--- src/hw/rtl/iplm_pkg.sv ---
// ============================================================================
// iplm_pkg
// Shared types, constants and mask helpers for the IP prefix list matcher.
// ============================================================================
package iplm_pkg;

    localparam int TABLE_ENTRIES = 16;
    localparam int TBL_AW        = (TABLE_ENTRIES > 1) ? $clog2(TABLE_ENTRIES) : 1;
    localparam int ADDR_W        = 128;

    localparam logic [7:0] V4_BITS = 8'd32;
    localparam logic [7:0] V6_BITS = 8'd128;

    typedef enum logic [1:0] {
        ERR_OK        = 2'd0,
        ERR_PFX_LONG  = 2'd1,
        ERR_HOST_BITS = 2'd2
    } t_err;

    typedef enum logic [1:0] {
        S_IDLE,
        S_LOAD,
        S_SCAN,
        S_FIN
    } t_state;

    typedef struct packed {
        logic              v6;
        logic [7:0]        prefix;
        logic [ADDR_W-1:0] net;
    } t_entry;

    localparam int ENTRY_W = $bits(t_entry);

    typedef struct packed {
        logic              wr_en;
        logic [TBL_AW-1:0] wr_addr;
        t_entry            wr_data;
        logic              rd_en;
        logic [TBL_AW-1:0] rd_addr;
    } t_ram_req;

    // Leading-ones mask in network order; IPv4 sits in the low 32 bits.
    function automatic logic [ADDR_W-1:0] f_mask(input logic v6, input logic [7:0] p);
        logic [ADDR_W-1:0] m6;
        logic [31:0]       m4;
        m6 = ~({ADDR_W{1'b1}} >> p);
        m4 = ~(32'hFFFF_FFFF >> p);
        return v6 ? m6 : {96'b0, m4};
    endfunction

    function automatic logic [ADDR_W-1:0] f_canon(input logic v6, input logic [63:0] hi,
                                                  input logic [63:0] lo);
        return v6 ? {hi, lo} : {96'b0, lo[31:0]};
    endfunction

endpackage

--- src/hw/rtl/ip_prefix_list_match.sv ---
// ============================================================================
// ip_prefix_list_match
// IPv4/IPv6 prefix table: error-free loads write one slot, lookup
// transactions report whether any valid slot of the family covers an address.
// ============================================================================
//
//  channel | valid       | ready       | payload
//  --------+-------------+-------------+---------------------------------------
//  in      | i_in_valid  | o_in_ready  | i_mode i_slot i_family_v6 i_addr_hi
//          |             |             | i_addr_lo i_prefix_given i_prefix_len
//  out     | o_out_valid | i_out_ready | o_hit o_error
//
//  Load: capture, check/write, result, in that order from acceptance.
//  Lookup: the scan reads one slot per cycle through the table RAM's single read
//  port and stops at a hit.
//  Reset clears the per-slot valid flops at once; there is no clearing pass.
//  One transaction is in flight at a time; a finished result waits in the
//  output register, and a stalled output only holds the sequencer at its
//  final step until that register frees up.
//
module ip_prefix_list_match (
    input  logic        i_clk,
    input  logic        i_rst_n,
    input  logic        i_in_valid,
    output logic        o_in_ready,
    input  logic        i_mode,
    input  logic [3:0]  i_slot,
    input  logic        i_family_v6,
    input  logic [63:0] i_addr_hi,
    input  logic [63:0] i_addr_lo,
    input  logic        i_prefix_given,
    input  logic [7:0]  i_prefix_len,
    output logic        o_out_valid,
    input  logic        i_out_ready,
    output logic        o_hit,
    output logic [1:0]  o_error
);

    import iplm_pkg::*;

    t_ram_req ram_req;
    t_entry   rd_data;

    iplm_ram #(
        .WIDTH (ENTRY_W),
        .DEPTH (TABLE_ENTRIES)
    ) u_ram (
        .i_clk     (i_clk),
        .i_wr_en   (ram_req.wr_en),
        .i_wr_addr (ram_req.wr_addr),
        .i_wr_data (ram_req.wr_data),
        .i_rd_en   (ram_req.rd_en),
        .i_rd_addr (ram_req.rd_addr),
        .o_rd_data (rd_data)
    );

    iplm_seq u_seq (
        .i_clk          (i_clk),
        .i_rst_n        (i_rst_n),
        .i_in_valid     (i_in_valid),
        .o_in_ready     (o_in_ready),
        .i_mode         (i_mode),
        .i_slot         (i_slot),
        .i_family_v6    (i_family_v6),
        .i_addr_hi      (i_addr_hi),
        .i_addr_lo      (i_addr_lo),
        .i_prefix_given (i_prefix_given),
        .i_prefix_len   (i_prefix_len),
        .o_out_valid    (o_out_valid),
        .i_out_ready    (i_out_ready),
        .o_hit          (o_hit),
        .o_error        (o_error),
        .o_ram_req      (ram_req),
        .i_rd_data      (rd_data)
    );

    a_busy_after_accept : assert property (@(posedge i_clk) disable iff (!i_rst_n)
        i_in_valid && o_in_ready |=> !o_in_ready)
        else $error("accepted a transaction while another is in flight");

    a_err_no_hit : assert property (@(posedge i_clk) disable iff (!i_rst_n)
        o_out_valid && (o_error != ERR_OK) |-> !o_hit)
        else $error("result carries both an error and a hit");

    a_no_rw_overlap : assert property (@(posedge i_clk) disable iff (!i_rst_n)
        ram_req.wr_en |-> !ram_req.rd_en)
        else $error("table write overlaps a scan read");

    a_no_write_when_idle : assert property (@(posedge i_clk) disable iff (!i_rst_n)
        ram_req.wr_en |-> !o_in_ready)
        else $error("table write outside a load transaction");

endmodule

--- src/hw/rtl/iplm_ram.sv ---
// ============================================================================
// iplm_ram
// Generic single-write, single-read RAM with registered read data.
// ============================================================================
module iplm_ram #(
    parameter int WIDTH = 8,
    parameter int DEPTH = 16
) (
    input  logic                                         i_clk,
    input  logic                                         i_wr_en,
    input  logic [((DEPTH > 1) ? $clog2(DEPTH) : 1)-1:0] i_wr_addr,
    input  logic [WIDTH-1:0]                             i_wr_data,
    input  logic                                         i_rd_en,
    input  logic [((DEPTH > 1) ? $clog2(DEPTH) : 1)-1:0] i_rd_addr,
    output logic [WIDTH-1:0]                             o_rd_data
);

    logic [WIDTH-1:0] r_mem [DEPTH];
    logic [WIDTH-1:0] r_rd_data;

    always_ff @(posedge i_clk) begin
        if (i_wr_en) begin
            r_mem[i_wr_addr] <= i_wr_data;
        end
        if (i_rd_en) begin
            r_rd_data <= r_mem[i_rd_addr];
        end
    end

    assign o_rd_data = r_rd_data;

endmodule

--- src/hw/rtl/iplm_chk.sv ---
// ============================================================================
// iplm_chk
// Load validation: resolves the prefix length and flags too-long prefixes
// and host bits set outside the mask.
// ============================================================================
module iplm_chk (
    input  logic                          i_v6,
    input  logic [iplm_pkg::ADDR_W-1:0]   i_addr,
    input  logic                          i_given,
    input  logic [7:0]                    i_plen,
    output iplm_pkg::t_err                o_err,
    output logic [7:0]                    o_prefix
);

    import iplm_pkg::*;

    logic [7:0]        width;
    logic [7:0]        plen;
    logic [ADDR_W-1:0] mask;

    always_comb begin
        width = i_v6 ? V6_BITS : V4_BITS;
        plen  = i_given ? i_plen : width;
        mask  = f_mask(i_v6, plen);
        priority if (plen > width) begin
            o_err = ERR_PFX_LONG;
        end else if ((i_addr & ~mask) != '0) begin
            o_err = ERR_HOST_BITS;
        end else begin
            o_err = ERR_OK;
        end
    end

    assign o_prefix = plen;

endmodule

--- src/hw/rtl/iplm_seq.sv ---
// ============================================================================
// iplm_seq
// Transaction sequencer: captures an item, writes the table on loads, scans
// the table one slot per cycle on lookups, and holds the result register.
// ============================================================================
module iplm_seq (
    input  logic                 i_clk,
    input  logic                 i_rst_n,
    input  logic                 i_in_valid,
    output logic                 o_in_ready,
    input  logic                 i_mode,
    input  logic [3:0]           i_slot,
    input  logic                 i_family_v6,
    input  logic [63:0]          i_addr_hi,
    input  logic [63:0]          i_addr_lo,
    input  logic                 i_prefix_given,
    input  logic [7:0]           i_prefix_len,
    output logic                 o_out_valid,
    input  logic                 i_out_ready,
    output logic                 o_hit,
    output logic [1:0]           o_error,
    output iplm_pkg::t_ram_req   o_ram_req,
    input  iplm_pkg::t_entry     i_rd_data
);

    import iplm_pkg::*;

    localparam logic [TBL_AW-1:0] TBL_LAST = TBL_AW'(TABLE_ENTRIES - 1);

    t_state            r_state, n_state;
    logic [3:0]        r_slot;
    logic              r_v6;
    logic [ADDR_W-1:0] r_addr;
    logic              r_given;
    logic [7:0]        r_plen;
    logic [TBL_AW-1:0] r_idx, n_idx;
    logic              r_rd_pend, n_rd_pend;
    logic [TBL_AW-1:0] r_rd_idx, n_rd_idx;
    logic              r_rd_done, n_rd_done;
    logic              r_res_hit, n_res_hit;
    t_err              r_res_err, n_res_err;
    logic              r_out_valid, n_out_valid;
    logic              r_out_hit, n_out_hit;
    t_err              r_out_err, n_out_err;
    logic              r_valid [TABLE_ENTRIES];

    t_err              chk_err;
    logic [7:0]        chk_prefix;
    logic              slot_ok;
    logic              match;
    logic              accept;
    t_ram_req          ram_req;

    iplm_chk u_chk (
        .i_v6     (r_v6),
        .i_addr   (r_addr),
        .i_given  (r_given),
        .i_plen   (r_plen),
        .o_err    (chk_err),
        .o_prefix (chk_prefix)
    );

    assign slot_ok = (9'(r_slot) < 9'(TABLE_ENTRIES));
    assign match   = r_valid[r_rd_idx] && (i_rd_data.v6 == r_v6) &&
                     ((r_addr & f_mask(r_v6, i_rd_data.prefix)) == i_rd_data.net);
    assign accept  = i_in_valid && o_in_ready;

    always_comb begin
        n_state     = r_state;
        n_idx       = r_idx;
        n_rd_pend   = 1'b0;
        n_rd_idx    = r_rd_idx;
        n_rd_done   = r_rd_done;
        n_res_hit   = r_res_hit;
        n_res_err   = r_res_err;
        n_out_valid = r_out_valid && !i_out_ready;
        n_out_hit   = r_out_hit;
        n_out_err   = r_out_err;
        o_in_ready  = 1'b0;
        ram_req     = '0;
        unique case (r_state)
            S_IDLE: begin
                o_in_ready = 1'b1;
                if (i_in_valid) begin
                    n_idx     = '0;
                    n_rd_done = 1'b0;
                    n_res_hit = 1'b0;
                    n_res_err = ERR_OK;
                    n_state   = i_mode ? S_SCAN : S_LOAD;
                end
            end
            S_LOAD: begin
                n_res_err = chk_err;
                if (chk_err == ERR_OK && slot_ok) begin
                    ram_req.wr_en   = 1'b1;
                    ram_req.wr_addr = TBL_AW'(r_slot);
                    ram_req.wr_data = '{v6: r_v6, prefix: chk_prefix, net: r_addr};
                end
                n_state = S_FIN;
            end
            S_SCAN: begin
                if (!r_rd_done) begin
                    ram_req.rd_en   = 1'b1;
                    ram_req.rd_addr = r_idx;
                    n_rd_pend       = 1'b1;
                    n_rd_idx        = r_idx;
                    if (r_idx == TBL_LAST) begin
                        n_rd_done = 1'b1;
                    end else begin
                        n_idx = TBL_AW'(r_idx + 1'b1);
                    end
                end
                if (r_rd_pend) begin
                    if (match) begin
                        n_res_hit = 1'b1;
                        n_state   = S_FIN;
                    end else if (r_rd_idx == TBL_LAST) begin
                        n_state = S_FIN;
                    end
                end
            end
            S_FIN: begin
                if (!r_out_valid || i_out_ready) begin
                    n_out_valid = 1'b1;
                    n_out_hit   = r_res_hit;
                    n_out_err   = r_res_err;
                    n_state     = S_IDLE;
                end
            end
            default: n_state = S_IDLE;
        endcase
    end

    always_ff @(posedge i_clk) begin
        if (!i_rst_n) begin
            r_state     <= S_IDLE;
            r_rd_pend   <= 1'b0;
            r_rd_done   <= 1'b0;
            r_out_valid <= 1'b0;
        end else begin
            r_state     <= n_state;
            r_rd_pend   <= n_rd_pend;
            r_rd_done   <= n_rd_done;
            r_out_valid <= n_out_valid;
        end
    end

    always_ff @(posedge i_clk) begin
        if (!i_rst_n) begin
            for (int k = 0; k < TABLE_ENTRIES; k++) begin
                r_valid[k] <= 1'b0;
            end
        end else if (ram_req.wr_en) begin
            r_valid[ram_req.wr_addr] <= 1'b1;
        end
    end

    always_ff @(posedge i_clk) begin
        if (accept) begin
            r_slot  <= i_slot;
            r_v6    <= i_family_v6;
            r_addr  <= f_canon(i_family_v6, i_addr_hi, i_addr_lo);
            r_given <= i_prefix_given;
            r_plen  <= i_prefix_len;
        end
        r_idx     <= n_idx;
        r_rd_idx  <= n_rd_idx;
        r_res_hit <= n_res_hit;
        r_res_err <= n_res_err;
        r_out_hit <= n_out_hit;
        r_out_err <= n_out_err;
    end

    assign o_ram_req   = ram_req;
    assign o_out_valid = r_out_valid;
    assign o_hit       = r_out_hit;
    assign o_error     = r_out_err;

endmodule
--- config.mk ---
export PLATFORM = sky130hd
export DESIGN_NAME = ip_prefix_list_match
export DESIGN_NICKNAME = d
export VERILOG_FILES = /design/src/hw/rtl/iplm_pkg.sv /design/src/hw/rtl/ip_prefix_list_match.sv /design/src/hw/rtl/iplm_ram.sv /design/src/hw/rtl/iplm_chk.sv /design/src/hw/rtl/iplm_seq.sv
export SDC_FILE = /design/constraint.sdc
export NUM_CORES = 2
export LEC_CHECK = 0
export ABC_AREA = 1
export BUFFER_PORTS_ARGS = -buffer_cell sky130_fd_sc_hd__clkbuf_2
export CAP_MARGIN = 20
export CORE_MARGIN = 3
export CORE_UTILIZATION = 60
export DETAILED_ROUTE_END_ITERATION = 10
export PLACE_DENSITY = 0.83
export SYNTH_ARGS = -nofsm -noshare
export SYNTH_HDL_FRONTEND = slang
export SYNTH_SLANG_ARGS = --single-unit
--- constraint.sdc ---
create_clock -name i_clk -period 18.14 [get_ports i_clk]
set_input_delay 0.907 -clock i_clk [delete_from_list [all_inputs] [get_ports i_clk]]
set_output_delay 0.907 -clock i_clk [all_outputs]
set_load 0.02 [all_outputs]
==> impl_metrics.yaml <==
placed_design:
  place_hpwl_um: 191000
  post-place-ws_ps: 10330
  io_buffer_count: 151
  gp_routability_congestion: 1.06
clocking:
  htree_levels: 4
  clock_latency_ps: 920
  hold_buffers: 0
  cts_sinks: 2510
  cts.reportedPaths.clkPinSlew_ps: 70
  clockBufferDepth: 3
  cts_tree: "done"
  cts_resized: 0
  cts_root_buf: "clkbuf_16"
  cts_buffers: 228
  cts_setup_buffers: 0
timing:
  fmax_mhz: 122
  finalSetupViolations: 0
  worst_slew_pin_slew_ps: 1210
  fin_ws_ps: 9950
  skew_ps: 59.3
  final_max_slew_viol_count: 0
  slew_headroom_pct: 19.2
  finalHoldViolations: 0
  tns_ps: 0
  whs_ps: 166
  min_period_ps: 8190
  grt_setup_unrepaired: "no"
  period_share_pct: 45.2
route:
  drcViolationCount: 0
  vias: 74400
  viasPerCell: 6.62
  drt_iter0_markers: 12900
  first_pass_iters: 9
  drt_wl_total_um: 334000
  wl_per_cell_um: 29.8
  ant_nets: 0
global_routing:
  grt_pass1_wl_um: 478000
  grt_pass1_vias: 71200
  antenna_found_initial: 10
  grt_max_degree: 194
  track_usage_pct: 36.5
  grt-ovfl-total: 0
synth:
  syn_avg_cell_area_um2: 12.1
  synth_top_cell_area_share_pct: 71.0
  yosys-top-cells-area: "edfxtp_1, nand2_1, nor2_1, o21ai_0, o211ai_1"
  yosys_register_bits: 2510
  synthArstFlopShare_pct: 0
  ys_warn_count: 0
  yosysSeqAreaShare_pct: 71.5
  yosysTopAreaCell: "edfxtp_1"
  netlist_area_um2: 105000
  synth_cells: 8712
  synthesis.nets: 8866
  synth_edf_count: 2485
  post_synth_num_cell_types: 40
  synth_ff_type: "edfxtp_1"
worst_setup_path:
  rr_startpoint: "u_seq.r_state[0]"
  crit_start: "u_seq.r_state[0]"
  cp_cell_sequence: "inv_1 -> ha_1 -> inv_1 -> nor2_4 -> inv_1 -> nor2_4 -> buf_4 -> buf_4 -> buf_4 -> buf_4 -> buf_12 -> buf_4 -> mux2i_1 -> o22ai_1 -> o21ai_0 -> o21ai_0"
  rr_worst_depth: 16
  crit_top_cell: "buf_4"
  cp-end-kind: "flop"
  cp.arrival_ps: 8770
  crit_type: "reg2reg"
  cp.required_ps: 18710
  max_stage_delay_ps: 750
  r2r_end: "u_ram.o_rd_data[98]"
  crit_path_start_kind: "flop"
  rrSetupSlack_ps: 9950
  cp-endpoint: "u_ram.o_rd_data[98]"
  crit_path_top_delay_cell: "buf_4"
  cp_max_fo: 193
layout:
  multiInputGateArea_um2: 26300
  final_common_cell: "edfxtp_1"
  fillers: 11400
  drive_gt1_share_pct: 11.3
  syn_to_final_growth_pct: 10.0
  layout.nets: 8866
  regArea_um2: 75100
  layout_common_cells: "edfxtp_1, nand2_1, nor2_1"
pwr:
  p_total_mw: 14.6
  power.density_nw_per_um2: 126
  p_leak_nw: 34.4
  irDropWorstVdd_mv: 0.102
floorplan:
  initial_core_util_pct: 60.8
  rows: 152
  core_area_um2: 173000
  die_area_um2: 180000
  die_w_um: 424
  die_h_um: 424
  io_pins: 152
job:
  max-cap-violations: 0
hold_path:
  hold_path_class: "in2reg"
outcome:
  outcome: "finished clean"
==> routing by layer <==
layer  vias to the layer above  global-route usage, %  share of wire (%)
li1                      31200                      -                  -
met1                     35700                   47.7                 34
met2                      6142                   54.8                 45
met3                      1288                   9.03                 13
met4                         4                   24.2                7.8
met5                         -                      0             0.0078
==> sequential cells by signal (all words and copies together) (netlist names), 2 cells and up, named ones only <==
register         count
u_ram.r_mem       2192
u_ram.o_rd_data    137
u_seq.r_addr       128
u_seq.r_valid       16
u_seq.r_plen         8
u_seq.r_idx          4
u_seq.r_rd_idx       4
u_seq.r_slot         4
u_seq.o_error        2
u_seq.r_res_err      2
u_seq.r_state        2
==> report_power, final <==
| group | total, mW | internal [mW] | switching [mW] |
|---|---|---|---|
| Combinational | 2.78 | 0.696 | 2.08 |
| Sequential | 6.92 | 6.56 | 0.351 |
| Clock | 4.89 | 2.76 | 2.14 |
| Total | 14.6 | 10.0 | 4.57 |
==> how the worst min path moves through the flow <==
stage          depth (start not counted)  slack, ps          startpoint          endpoint
4_1_cts                                1        120        i_addr_lo[5]   u_seq.r_addr[5]
6_report                               1        170        i_addr_lo[5]   u_seq.r_addr[5]
3_3_place_gp                           0        410  u_seq.r_res_err[1]  u_seq.o_error[1]
2_1_floorplan                          0        400  u_seq.r_res_err[0]  u_seq.o_error[0]
5_1_grt                                1        150       i_addr_lo[24]  u_seq.r_addr[24]
3_5_place_dp                           0        410  u_seq.r_res_err[0]  u_seq.o_error[0]
==> worst max-delay path: cells and delay by family (launching register included) <==
kind,cells,cell delay [ps]
buffers and inverters,9,4710
flip-flops,1,360
AO/OA/AOI/OAI,3,540
multiplexers,1,260
AND/OR/NAND/NOR,2,1320
adder cells (fa/ha/maj),1,290
==> synthesized netlist by cell type (13+ instances only) <==
cell	number
edfxtp_1	2485
o32ai_1	41
or2_2	333
clkbuf_1	418
dfxtp_1	25
nand3_1	619
buf_6	13
o21ai_1	61
o221ai_1	45
nand2_1	1233
inv_2	17
o211ai_1	417
a21oi_1	141
o21ai_0	768
nand3b_1	52
nand4_1	61
nor2_1	1206
buf_2	47
mux2i_1	144
buf_1	32
inv_1	422
o22ai_1	64
==> cell families after synthesis <==
family          Yosys count  share of synthesized area [%]
compound gates         1553                           8.82
xor+xnor                 10                         0.0834
buf+inv                 958                           3.58
fa+ha+maj                 7                         0.0834
flops                  2510                           71.5
mux                     144                           1.37
simple gates           3530                           14.6
==> area by class of cell <==
| type | count | share of cell area [%] |
|---|---|---|
| Sequential cell | 2510 | 65.0 |
| Multi-Input combinational cell | 5244 | 22.8 |
| Clock buffer | 282 | 5.17 |
| Tap cell | 2310 | 2.50 |
| Timing Repair Buffer | 283 | 1.68 |
| Inverter | 445 | 1.47 |
| Clock inverter | 142 | 1.38 |
| Antenna cell | 12 | 0.0260 |
==> per-stage QoR <==
stage               util (%)  cells  instance area [um^2]
finish                  66.9  11200                116000
global route            66.8  11200                116000
CTS                     66.8  11200                115000
detailed placement      62.4  10800                108000
global placement        62.4  10800                108000
floorplan                  -   8712                105000
Note: power is estimated with default switching activity, not from simulation.
